$ cat src/sv/csvft_pkg.sv
package csvft_pkg;

   localparam logic [7:0] CHAR_QUOTE = 8'h22;
   localparam logic [7:0] CHAR_CR    = 8'h0D;
   localparam logic [7:0] CHAR_LF    = 8'h0A;
   localparam logic [7:0] CHAR_COMMA = 8'h2C;

   localparam int CSR_ADDR_BITS = 3;
   localparam int CSR_DATA_BITS = 32;

   localparam logic REG_DELIMITER      = 1'b0;
   localparam logic REG_HEADER_PRESENT = 1'b1;

   typedef struct packed {
      logic [7:0] delimiter;
      logic       header_present;
   } cfg_type;

   typedef struct packed {
      logic [7:0]  out_byte;
      logic        byte_valid;
      logic        field_end;
      logic        record_end;
      logic [11:0] field_index;
      logic [31:0] record_number;
      logic        header_record;
      logic        column_mismatch;
   } result_type;

endpackage

$ cat src/sv/csv_field_tokenizer_unit.sv
// CSV field tokenizer: takes one byte per item (or an end-of-input marker) and returns at
// most one result per item: a content byte tagged with its field index, or a field or record
// end with a column-count check. An input register feeds the lexer and its result lands in
// an output register, so the block takes one item per cycle while results are drained, and
// a result is offered on rsp_valid once its item has gone through the input register and
// then the output register; items that close nothing and carry no content (opening quotes,
// the LF of a CRLF, blank lines) give no result. A stalled result register holds the input
// register, and req_ready drops only once both are full and rsp_ready is low.
// Write the delimiter (address 0) and header_present (address 4) only while the block is idle.
module csv_field_tokenizer_unit
   import csvft_pkg::*;
#(
   parameter int MAX_COLUMNS       = 4096,
   parameter int RECORD_COUNT_BITS = 32
) (
   input  logic                     clock,
   input  logic                     reset,
   input  logic                     req_valid,
   output logic                     req_ready,
   input  logic [7:0]               req_byte_in,
   input  logic                     req_end_of_input,
   output logic                     rsp_valid,
   input  logic                     rsp_ready,
   output logic [7:0]               rsp_out_byte,
   output logic                     rsp_byte_valid,
   output logic                     rsp_field_end,
   output logic                     rsp_record_end,
   output logic [11:0]              rsp_field_index,
   output logic [31:0]              rsp_record_number,
   output logic                     rsp_header_record,
   output logic                     rsp_column_mismatch,
   input  logic                     csr_psel,
   input  logic                     csr_penable,
   input  logic                     csr_pwrite,
   input  logic [CSR_ADDR_BITS-1:0] csr_paddr,
   input  logic [CSR_DATA_BITS-1:0] csr_pwdata,
   output logic [CSR_DATA_BITS-1:0] csr_prdata,
   output logic                     csr_pready
);

   cfg_type    cfg;
   logic       in_valid_ff, in_valid_in;
   logic [7:0] in_byte_ff;
   logic       in_eoi_ff;
   logic       out_valid_ff, out_valid_in;
   result_type out_res_ff;
   logic       advance;
   logic       res_valid;
   result_type res;

   csvft_csr u_csr (
      .clock       (clock),
      .reset       (reset),
      .csr_psel    (csr_psel),
      .csr_penable (csr_penable),
      .csr_pwrite  (csr_pwrite),
      .csr_paddr   (csr_paddr),
      .csr_pwdata  (csr_pwdata),
      .csr_prdata  (csr_prdata),
      .csr_pready  (csr_pready),
      .cfg         (cfg)
   );

   csvft_lexer #(
      .MAX_COLUMNS       (MAX_COLUMNS),
      .RECORD_COUNT_BITS (RECORD_COUNT_BITS)
   ) u_lexer (
      .clock        (clock),
      .reset        (reset),
      .step         (advance),
      .byte_in      (in_byte_ff),
      .end_of_input (in_eoi_ff),
      .cfg          (cfg),
      .res_valid    (res_valid),
      .res          (res)
   );

   assign advance   = in_valid_ff && (!out_valid_ff || rsp_ready);
   assign req_ready = !in_valid_ff || advance;

   always_comb begin
      in_valid_in = in_valid_ff;
      if (req_ready) begin
         in_valid_in = req_valid;
      end
      out_valid_in = out_valid_ff;
      if (advance) begin
         out_valid_in = res_valid;
      end else if (rsp_ready) begin
         out_valid_in = 1'b0;
      end
   end

   always_ff @(posedge clock) begin
      if (reset) begin
         in_valid_ff  <= 1'b0;
         out_valid_ff <= 1'b0;
      end else begin
         in_valid_ff  <= in_valid_in;
         out_valid_ff <= out_valid_in;
      end
   end

   always_ff @(posedge clock) begin
      if (req_valid && req_ready) begin
         in_byte_ff <= req_byte_in;
         in_eoi_ff  <= req_end_of_input;
      end
      if (advance && res_valid) begin
         out_res_ff <= res;
      end
   end

   assign rsp_valid           = out_valid_ff;
   assign rsp_out_byte        = out_res_ff.out_byte;
   assign rsp_byte_valid      = out_res_ff.byte_valid;
   assign rsp_field_end       = out_res_ff.field_end;
   assign rsp_record_end      = out_res_ff.record_end;
   assign rsp_field_index     = out_res_ff.field_index;
   assign rsp_record_number   = out_res_ff.record_number;
   assign rsp_header_record   = out_res_ff.header_record;
   assign rsp_column_mismatch = out_res_ff.column_mismatch;

endmodule

$ cat src/sv/csvft_csr.sv
module csvft_csr
   import csvft_pkg::*;
(
   input  logic                     clock,
   input  logic                     reset,
   input  logic                     csr_psel,
   input  logic                     csr_penable,
   input  logic                     csr_pwrite,
   input  logic [CSR_ADDR_BITS-1:0] csr_paddr,
   input  logic [CSR_DATA_BITS-1:0] csr_pwdata,
   output logic [CSR_DATA_BITS-1:0] csr_prdata,
   output logic                     csr_pready,
   output cfg_type                  cfg
);

   cfg_type cfg_ff;
   cfg_type cfg_in;
   logic    wr_en;

   assign wr_en      = csr_psel && csr_penable && csr_pwrite;
   assign csr_pready = 1'b1;
   assign cfg        = cfg_ff;

   always_comb begin
      cfg_in = cfg_ff;
      if (wr_en) begin
         unique case (csr_paddr[2])
            REG_DELIMITER:      cfg_in.delimiter      = csr_pwdata[7:0];
            REG_HEADER_PRESENT: cfg_in.header_present = csr_pwdata[0];
            default:            cfg_in = cfg_ff;
         endcase
      end
   end

   always_comb begin
      unique case (csr_paddr[2])
         REG_DELIMITER:      csr_prdata = {24'b0, cfg_ff.delimiter};
         REG_HEADER_PRESENT: csr_prdata = {31'b0, cfg_ff.header_present};
         default:            csr_prdata = '0;
      endcase
   end

   always_ff @(posedge clock) begin
      if (reset) begin
         cfg_ff.delimiter      <= CHAR_COMMA;
         cfg_ff.header_present <= 1'b1;
      end else begin
         cfg_ff <= cfg_in;
      end
   end

endmodule

$ cat src/sv/csvft_lexer.sv
module csvft_lexer
   import csvft_pkg::*;
#(
   parameter int MAX_COLUMNS       = 4096,
   parameter int RECORD_COUNT_BITS = 32
) (
   input  logic       clock,
   input  logic       reset,
   input  logic       step,
   input  logic [7:0] byte_in,
   input  logic       end_of_input,
   input  cfg_type    cfg,
   output logic       res_valid,
   output result_type res
);

   localparam int FIELD_BITS = (MAX_COLUMNS > 2) ? $clog2(MAX_COLUMNS) : 1;
   localparam int COLS_BITS  = $clog2(MAX_COLUMNS + 1);
   localparam logic [FIELD_BITS-1:0] FIELD_CAP = FIELD_BITS'(MAX_COLUMNS - 1);

   localparam logic [1:0] MODE_START  = 2'd0;
   localparam logic [1:0] MODE_PLAIN  = 2'd1;
   localparam logic [1:0] MODE_QUOTED = 2'd2;
   localparam logic [1:0] MODE_QSEEN  = 2'd3;

   localparam logic [1:0] ACT_NONE   = 2'd0;
   localparam logic [1:0] ACT_BYTE   = 2'd1;
   localparam logic [1:0] ACT_FIELD  = 2'd2;
   localparam logic [1:0] ACT_RECORD = 2'd3;

   logic [1:0]                   mode_ff, mode_in;
   logic                         cr_ff, cr_in;
   logic                         open_ff, open_in;
   logic [FIELD_BITS-1:0]        field_ff, field_in;
   logic [COLS_BITS-1:0]         expect_ff, expect_in;
   logic [RECORD_COUNT_BITS-1:0] count_ff, count_in;
   logic                         hdone_ff, hdone_in;
   logic                         inhdr_ff, inhdr_in;

   logic [7:0]                   ch;
   logic [1:0]                   act;
   logic [1:0]                   lex_mode;
   logic                         do_open;
   logic                         open_now;
   logic                         hdr_eff;
   logic [RECORD_COUNT_BITS-1:0] count_eff;
   logic [COLS_BITS-1:0]         field_count;
   logic                         mismatch;
   logic [FIELD_BITS+11:0]       field_wide;
   logic [RECORD_COUNT_BITS+31:0] count_wide;

   // Classify the item against the lexer mode.
   always_comb begin
      ch       = byte_in;
      act      = ACT_NONE;
      lex_mode = mode_ff;
      do_open  = 1'b0;
      cr_in    = cr_ff;
      if (end_of_input) begin
         cr_in = 1'b0;
         if (open_ff) begin
            act = ACT_RECORD;
         end else begin
            lex_mode = MODE_START;
         end
      end else if (cr_ff && byte_in == CHAR_LF) begin
         cr_in = 1'b0;
      end else begin
         cr_in = (byte_in == CHAR_CR);
         if (byte_in == CHAR_CR) begin
            ch = CHAR_LF;
         end
         unique case (mode_ff)
            MODE_START: begin
               if (ch == CHAR_LF) begin
                  if (open_ff) begin
                     act = ACT_RECORD;
                  end
               end else begin
                  do_open = 1'b1;
                  if (ch == CHAR_QUOTE) begin
                     lex_mode = MODE_QUOTED;
                  end else if (ch == cfg.delimiter) begin
                     act = ACT_FIELD;
                  end else begin
                     lex_mode = MODE_PLAIN;
                     act      = ACT_BYTE;
                  end
               end
            end
            MODE_PLAIN: begin
               if (ch == CHAR_LF) begin
                  act = ACT_RECORD;
               end else if (ch != CHAR_QUOTE && ch == cfg.delimiter) begin
                  act = ACT_FIELD;
               end else begin
                  act = ACT_BYTE;
               end
            end
            MODE_QUOTED: begin
               if (ch == CHAR_QUOTE) begin
                  lex_mode = MODE_QSEEN;
               end else begin
                  act = ACT_BYTE;
               end
            end
            MODE_QSEEN: begin
               if (ch == CHAR_QUOTE) begin
                  lex_mode = MODE_QUOTED;
                  act      = ACT_BYTE;
               end else if (ch == CHAR_LF) begin
                  act = ACT_RECORD;
               end else if (ch == cfg.delimiter) begin
                  act = ACT_FIELD;
               end else begin
                  lex_mode = MODE_PLAIN;
                  act      = ACT_BYTE;
               end
            end
            default: lex_mode = MODE_START;
         endcase
      end
   end

   // Open a record on its first item.
   assign open_now    = do_open && !open_ff;
   assign hdr_eff     = open_now ? (cfg.header_present && !hdone_ff) : inhdr_ff;
   assign count_eff   = (open_now && !hdr_eff && count_ff != '1) ?
                        count_ff + RECORD_COUNT_BITS'(1) : count_ff;
   assign field_count = COLS_BITS'(field_ff) + COLS_BITS'(1);
   assign mismatch    = !(hdr_eff || expect_ff == '0) && field_count != expect_ff;

   always_comb begin
      mode_in   = lex_mode;
      open_in   = open_ff || open_now;
      hdone_in  = hdone_ff || open_now;
      inhdr_in  = hdr_eff;
      count_in  = count_eff;
      field_in  = field_ff;
      expect_in = expect_ff;
      unique case (act)
         ACT_NONE, ACT_BYTE: begin
         end
         ACT_FIELD: begin
            mode_in = MODE_START;
            if (field_ff != FIELD_CAP) begin
               field_in = field_ff + FIELD_BITS'(1);
            end
         end
         ACT_RECORD: begin
            mode_in  = MODE_START;
            field_in = '0;
            open_in  = 1'b0;
            inhdr_in = 1'b0;
            if (hdr_eff || expect_ff == '0) begin
               expect_in = field_count;
            end
         end
         default: mode_in = lex_mode;
      endcase
   end

   assign field_wide = {12'b0, field_ff};
   assign count_wide = {32'b0, count_eff};

   always_comb begin
      res_valid           = (act != ACT_NONE);
      res.out_byte        = (act == ACT_BYTE) ? ch : 8'h00;
      res.byte_valid      = (act == ACT_BYTE);
      res.field_end       = (act == ACT_FIELD) || (act == ACT_RECORD);
      res.record_end      = (act == ACT_RECORD);
      res.field_index     = field_wide[11:0];
      res.record_number   = count_wide[31:0];
      res.header_record   = hdr_eff;
      res.column_mismatch = (act == ACT_RECORD) && mismatch;
   end

   always_ff @(posedge clock) begin
      if (reset) begin
         mode_ff   <= MODE_START;
         cr_ff     <= 1'b0;
         open_ff   <= 1'b0;
         field_ff  <= '0;
         expect_ff <= '0;
         count_ff  <= '0;
         hdone_ff  <= 1'b0;
         inhdr_ff  <= 1'b0;
      end else if (step) begin
         mode_ff   <= mode_in;
         cr_ff     <= cr_in;
         open_ff   <= open_in;
         field_ff  <= field_in;
         expect_ff <= expect_in;
         count_ff  <= count_in;
         hdone_ff  <= hdone_in;
         inhdr_ff  <= inhdr_in;
      end
   end

endmodule

$ cat config.mk
export PLATFORM = sky130hd
export DESIGN_NAME = csv_field_tokenizer_unit
export DESIGN_NICKNAME = d
export VERILOG_FILES = /design/src/sv/csvft_pkg.sv /design/src/sv/csv_field_tokenizer_unit.sv /design/src/sv/csvft_csr.sv /design/src/sv/csvft_lexer.sv
export SDC_FILE = /design/constraint.sdc
export NUM_CORES = 1
export LEC_CHECK = 0
export BUFFER_PORTS_ARGS = -buffer_cell sky130_fd_sc_hd__clkbuf_2
export CAP_MARGIN = 20
export CORE_MARGIN = 2
export CORE_UTILIZATION = 40
export CTS_CLUSTER_SIZE = 25
export DETAILED_ROUTE_END_ITERATION = 10
export GPL_TIMING_DRIVEN = 0
export PLACE_DENSITY = 0.61
export SYNTH_ARGS = -nofsm -noshare
export SYNTH_HDL_FRONTEND = slang
export SYNTH_HIERARCHICAL = 1
export SYNTH_SLANG_ARGS = --single-unit
$ cat constraint.sdc
create_clock -name clock -period 5.3 [get_ports clock]
set_input_delay 1.06 -clock clock [delete_from_list [all_inputs] [get_ports clock]]
set_output_delay 1.06 -clock clock [all_outputs]
set_load 0.02 [all_outputs]
### Yosys cells after proc, flatten, opt, wreduce, memory -nomap -nowiden

Cells that the tools add are included.

* register bits: 140
* output and inout bits: 92
* input bits: 51
* word-level logic and storage cells: 127

* add/sub/neg operators: 3
* reduce and logical (&&, ||, !) cells: 37
* bitwise logic cells: 1
* mux-type cells: 43
* equality and inequality tests: 21

Operator list (count)
* one-hot mux 32 bit (2 select lines): 1
* 2-to-1 mux 2 bit: 20
* 2-to-1 mux 8 bit: 5
* adder 32 x 1 -> 32 bit (second input constant): 1
* 2-to-1 mux 32 bit: 1
* != test 32 bit (second input constant): 1
* == test 8 x 4 -> 1 bit (second input constant): 3
* one-hot mux 12 bit (2 select lines): 1
* adder 12 x 1 -> 13 bit (second input constant): 1
* logical AND 1 bit: 13
* zero test 13 bit: 1
* != test 13 bit: 1
* adder 12 x 1 -> 12 bit (second input constant): 1
* 2-to-1 mux 1 bit: 12
* 2-to-1 mux 12 bit: 1
* != test 12 bit (second input constant): 1
* == test 2 bit (second input constant): 4
* == test 8 x 6 -> 1 bit (second input constant): 1
* == test 8 bit: 1
* != test 8 x 6 -> 1 bit (second input constant): 1
* one-hot mux 2 bit (4 select lines): 1
* AND reduction 7 bit: 1
* zero test 1 bit: 6
* logical OR 1 bit: 6
* other kinds (14): 20

### Longest topological paths before layout

* depth after elaboration: 15
* mapped depth: 10
* gate-level depth less buffers: 8

### By module

The synthesis kept the hierarchy.

Modules (own cells, without submodules)
* csvft_lexer: seq. area each 1261.2 um^2, cells an instance 550, area each 4419.2 um^2, instances 1
* csv_field_tokenizer_unit: seq. area each 2021.9 um^2, cells an instance 77, area each 2084.5 um^2, instances 1
* csvft_csr: seq. area each 180.2 um^2, cells an instance 77, area each 679.4 um^2, instances 1

### Least setup slack after synthesis

OpenSTA, ideal clock, no wires.

* path kind: reg2reg
* start point: register in_byte_ff[2]
* end point: register out_res_ff, in the netlist rsp_byte_valid (enable)
* arrival time: 4.778 ns
* period minus slack after synthesis: 5.256 ns
* data required time: 4.821 ns
* cell stages (with the launch flop): 11
* setup slack: 0.044 ns
* buffers on the path: 2
* setup time: 0.479 ns
* path through: edfxtp_1 > or3b_1 > buf_6 > a211o_1 > a32oi_1 > o211a_1 > o21ai_0 > clkbuf_1 > a21oi_1 > nand2_1 > nor2b_1

* cells in the longest elaborated chain, start to end: 13
* elaborated cells on any way between the ends: 24
* those cells by class: eq/ne: 6; mux: 14; reduce/logical: 4

Ends and longest elaborated chain
* start, declared: RTL line csv_field_tokenizer_unit.sv:43 `logic [7:0] in_byte_ff;`
* start signal, assigned: RTL line csv_field_tokenizer_unit.sv:106 `in_byte_ff <= req_byte_in;`
* == test 8 x 4 -> 1 bit: RTL line csvft_lexer.sv:70 `if (byte_in == CHAR_CR) begin`
* 2-to-1 mux 8 bit: RTL line csvft_lexer.sv:70
* 2-to-1 mux 8 bit: RTL line csvft_lexer.sv:66 `end else if (cr_ff && byte_in == CHAR_LF) begin`
* 2-to-1 mux 8 bit: RTL line csvft_lexer.sv:59 `if (end_of_input) begin`
* == test 8 bit or != test 8 x 6 -> 1 bit (tied branches): RTL line csvft_lexer.sv:83, csvft_lexer.sv:94, csvft_lexer.sv:113
* 2-to-1 mux 2 bit or logical AND 1 bit (tied branches): RTL line csvft_lexer.sv:83, csvft_lexer.sv:113, csvft_lexer.sv:94
* 2-to-1 mux 2 bit (on tied branches): RTL line csvft_lexer.sv:111, csvft_lexer.sv:81, csvft_lexer.sv:94
* 2-to-1 mux 2 bit (on tied branches): RTL line csvft_lexer.sv:108, csvft_lexer.sv:75, csvft_lexer.sv:92
* one-hot mux 2 bit (4 select lines): RTL line csvft_lexer.sv:73 `unique case (mode_ff)`
* 2-to-1 mux 2 bit *: RTL line csvft_lexer.sv:66
* 2-to-1 mux 2 bit *: RTL line csvft_lexer.sv:59
* nonzero test 2 bit *: RTL line csvft_lexer.sv:167 `res_valid = (act != ACT_NONE);`
* named net res_valid: RTL line csv_field_tokenizer_unit.sv:48 `logic res_valid;`
* logical AND 1 bit *: RTL line csv_field_tokenizer_unit.sv:109 `if (advance && res_valid) begin`
* end signal, assigned: RTL line csv_field_tokenizer_unit.sv:110 `out_res_ff <= res;`
* end, declared: RTL line csv_field_tokenizer_unit.sv:46 `result_type out_res_ff;`

The timed path passes the listed nets; every way through them passes the cells marked *. The select of a mux whose other input is x is not followed.
A chain may end at the register's enable or synchronous reset.

### Worst setup path after layout

* start point: register in_byte_ff[0]
* end point: register out_res_ff, in the netlist rsp_record_number[2] (enable)

The elaborated chain is that of the path after synthesis.

==> results.cfg <==
[floorplanning]
dieArea_mm2 = 0.01905
initial_core_util_pct = 40.40
die_w_um = 138.0
io-pin-count = 143
core-area_mm2 = 0.01778
die_y_um = 138.0
fp-row-count = 49

[yosys]
syn_area_mm2 = 0.007183
syn_inst = 704
synth_edf_count = 66
yosys_warnings = 6
async_reset_ff_share_pct = 0
syn_avg_cell_area_um2 = 10.20
ys_types = 71
synth_ff_type = dfxtp_1
ys_seq_elements = 140
seq_area_frac_synth_pct = 48.21

[sta]
skew_ns = 0.009643
hold_ws_ns = 0.4292
rsz0062_at_grt = no
worstMarginPinSlew_ns = 0.8783
timing.final.ws_setup_ns = 1.245
slew_headroom_pct = 41.32
finalCriticalPeriod_ns = 4.055
fmax_mhz = 246.6
setup_viol = 0
post-route-period-util_pct = 76.52
finalHoldViolCount = 0
fin_setup_tns_ns = 0
slew_viol_final = 0

[setup_path]
crit_family = compound AO/OA/AOI/OAI gates
r2r_setup_slack_ns = 1.24
worst-setup-path-type = reg -> reg
crit_slowest_cell = nor2b_4
cp-end-kind = flop
crit_path_max_fanout = 32
crit_buf_inv = 3
critPathArrivalTime_ns = 4.16
cp_cell_sequence = or3b_1 > buf_6 > a211o_1 > a32oi_1 > o211a_1 > o21ai_0 > clkbuf_1 > a21oi_1 > nand2_1 > nor2b_4 > buf_12
critPathRequiredTime_ns = 5.41
cp_slowest_stage_delay_ns = 0.65
start_kind = flop

[placed_design]
post-dp-hpwl_um = 11280
gp_congestion = 0.8810
dpl.cell_count = 1047
port_buffers = 90
preCtsSetupSlack_ns = 1.244

[finish]
fin_nets = 890
final_common_cell = clkbuf_2
final_cell_mix = 91 x clkbuf_2, 74 x dfxtp_1, 71 x nor2_1, 66 x edfxtp_1
utilization_pct = 48.71
diodes = 0
drive_above_1_share_pct = 23.53
synthToLayoutAreaGrowth_pct = 20.57
instances_no_fill = 1079

[power]
leakage_uw = 0.003366
peakVddDrop_mv = 0.2223
cellPowerDensity_mw_per_mm2 = 306.9

[cts]
cts_setup_buffers = 0
clock_sinks = 140
htreeDepth = 4
holdBufCountCts = 0
path_clk_slew_ns = 0.06
clockBufferDepth = 2
cts_tree = built
cts.root.buffer_cell = clkbuf_16
cts_resized = 0
cts_buffers = 17
clk_latency_ns = 0.42

[drt]
wl_met1_um = 7132
ant_nets = 0
highest_layer = met4
dr_wl_met2_um = 7497
drt_iter0_drc = 416
drc = 0
first_pass_iters = 5
vias = 5460
vias_per_cell = 5.060
wl_met3_um = 813
wl_per_cell_um = 14.61
routed_wl_um = 15760

[run]
drv_cap = 0

[global_route]
grt_overflow = 0
grtUsageTotal_pct = 16.57
grt_max_degree = 33
grt_pass1_vias = 5144
antenna_found_initial = 0
grt_pass1_wl_um = 25760

[run_status]
status = completed

[hold_path]
hold_class = reg -> reg
## through the flow
| step | area (um2) | total power [uW] |
|---|---|---|
| 2_1_floorplan | 7269 | 1353 |
| 3_3_place_gp | 8006 | 1416 |
| 3_5_place_dp | 8034 | 1417 |
| 4_1_cts | 8661 | 2685 |
| 5_1_grt | 8661 | 2749 |
| 6_report | 8661 | 2658 |
## worst register-to-register path, delay by kind of cell, from the launching register on
kind            cells  cell delay, ns
compound gates      5            1.24
buf+inv             3            0.75
flops               1            0.50
simple gates        3            1.22
## registers in the layout, summed over array words and instances, names as in the netlist
register and cells:
u_lexer/field_ff 12, rsp_column_mismatch 1, rsp_record_end 1, u_lexer/mode_ff 2
u_lexer/open_ff 1, rsp_header_record 1, in_valid_ff 1, rsp_field_end 1
u_lexer/count_ff 32, rsp_valid 1, u_lexer/inhdr_ff 1, in_eoi_ff 1
rsp_field_index 12, u_lexer/expect_ff 13, u_lexer/hdone_ff 1, rsp_out_byte 8
in_byte_ff 8, u_lexer/cr_ff 1, rsp_byte_valid 1, rsp_record_number 32
u_csr/cfg 9
## cells by family after synthesis
kind of cell | Yosys count | share of synthesized area, %
AND/OR/NAND/NOR | 285 | 21.44
flip-flops | 140 | 48.21
AO/OA/AOI/OAI | 92 | 9.389
XOR/XNOR | 90 | 10.97
buffers and inverters | 80 | 7.664
multiplexers | 13 | 1.864
adder cells (fa/ha/maj) | 2 | 0.3483
other | 2 | 0.1046
## synthesized netlist by cell type, types with 3 or more instances
cell,n,area share [%]
a211o_1,5,0.61
buf_4,28,2.9
edfxtp_1,66,28
and2b_2,7,0.85
mux2i_1,10,1.4
nor4_1,8,0.70
nor3_1,21,1.5
and2_1,11,0.96
nor2_1,71,3.7
clkbuf_1,15,0.78
o21ai_0,11,0.77
o2bb2ai_1,6,0.73
nor3_2,5,0.70
a31oi_1,5,0.44
buf_2,3,0.21
xnor2_1,45,5.5
clkdlybuf4s50_2,3,0.47
o21a_1,3,0.31
and3_1,12,1.0
nand2_1,42,2.2
a211oi_1,15,1.6
mux2_2,3,0.47
or4_4,3,0.47
or3_1,5,0.44
nand2b_1,15,1.3
clkbuf_8,7,1.3
nor2b_1,7,0.61
nand4_1,18,1.6
a21oi_1,24,1.7
xor2_1,45,5.5
nand3_1,42,2.9
buf_6,5,0.78
dfxtp_1,74,21
inv_1,16,0.84
## area by class of cell
type / count / area (um2)
inverters: 16 / 60.06
well taps: 229 / 286.5
multi-input cells: 507 / 3263
flip-flops and latches: 140 / 3463
clock buffers: 21 / 460.4
clock inverters: 11 / 166.4
repair buffers: 91 / 470.5
plain buffers: 64 / 490.5
fillers: 1667 / 9119
## power breakdown
part	switching [uW]	internal [uW]
logic	139	78.5
clock network	452	811
registers	19.3	1160
total	610	2050
## routing by layer
layer  vias to the layer above  track usage [%]
li1                       2731                -
met2                       165            27.25
met5                         -                0
met3                        26            3.983
met1                      2538            21.24
met4                         0            6.337
## final timing paths
path                                          start                   end  cells after the start
worst max-delay path                  in_byte_ff[0]  rsp_record_number[2]                     11
worst min-delay path            u_lexer/field_ff[5]    rsp_field_index[5]                      0
worst max register to register        in_byte_ff[0]  rsp_record_number[2]                     11
worst min register to register  u_lexer/field_ff[5]    rsp_field_index[5]                      0
Note: power is estimated with default switching activity, not from simulation.
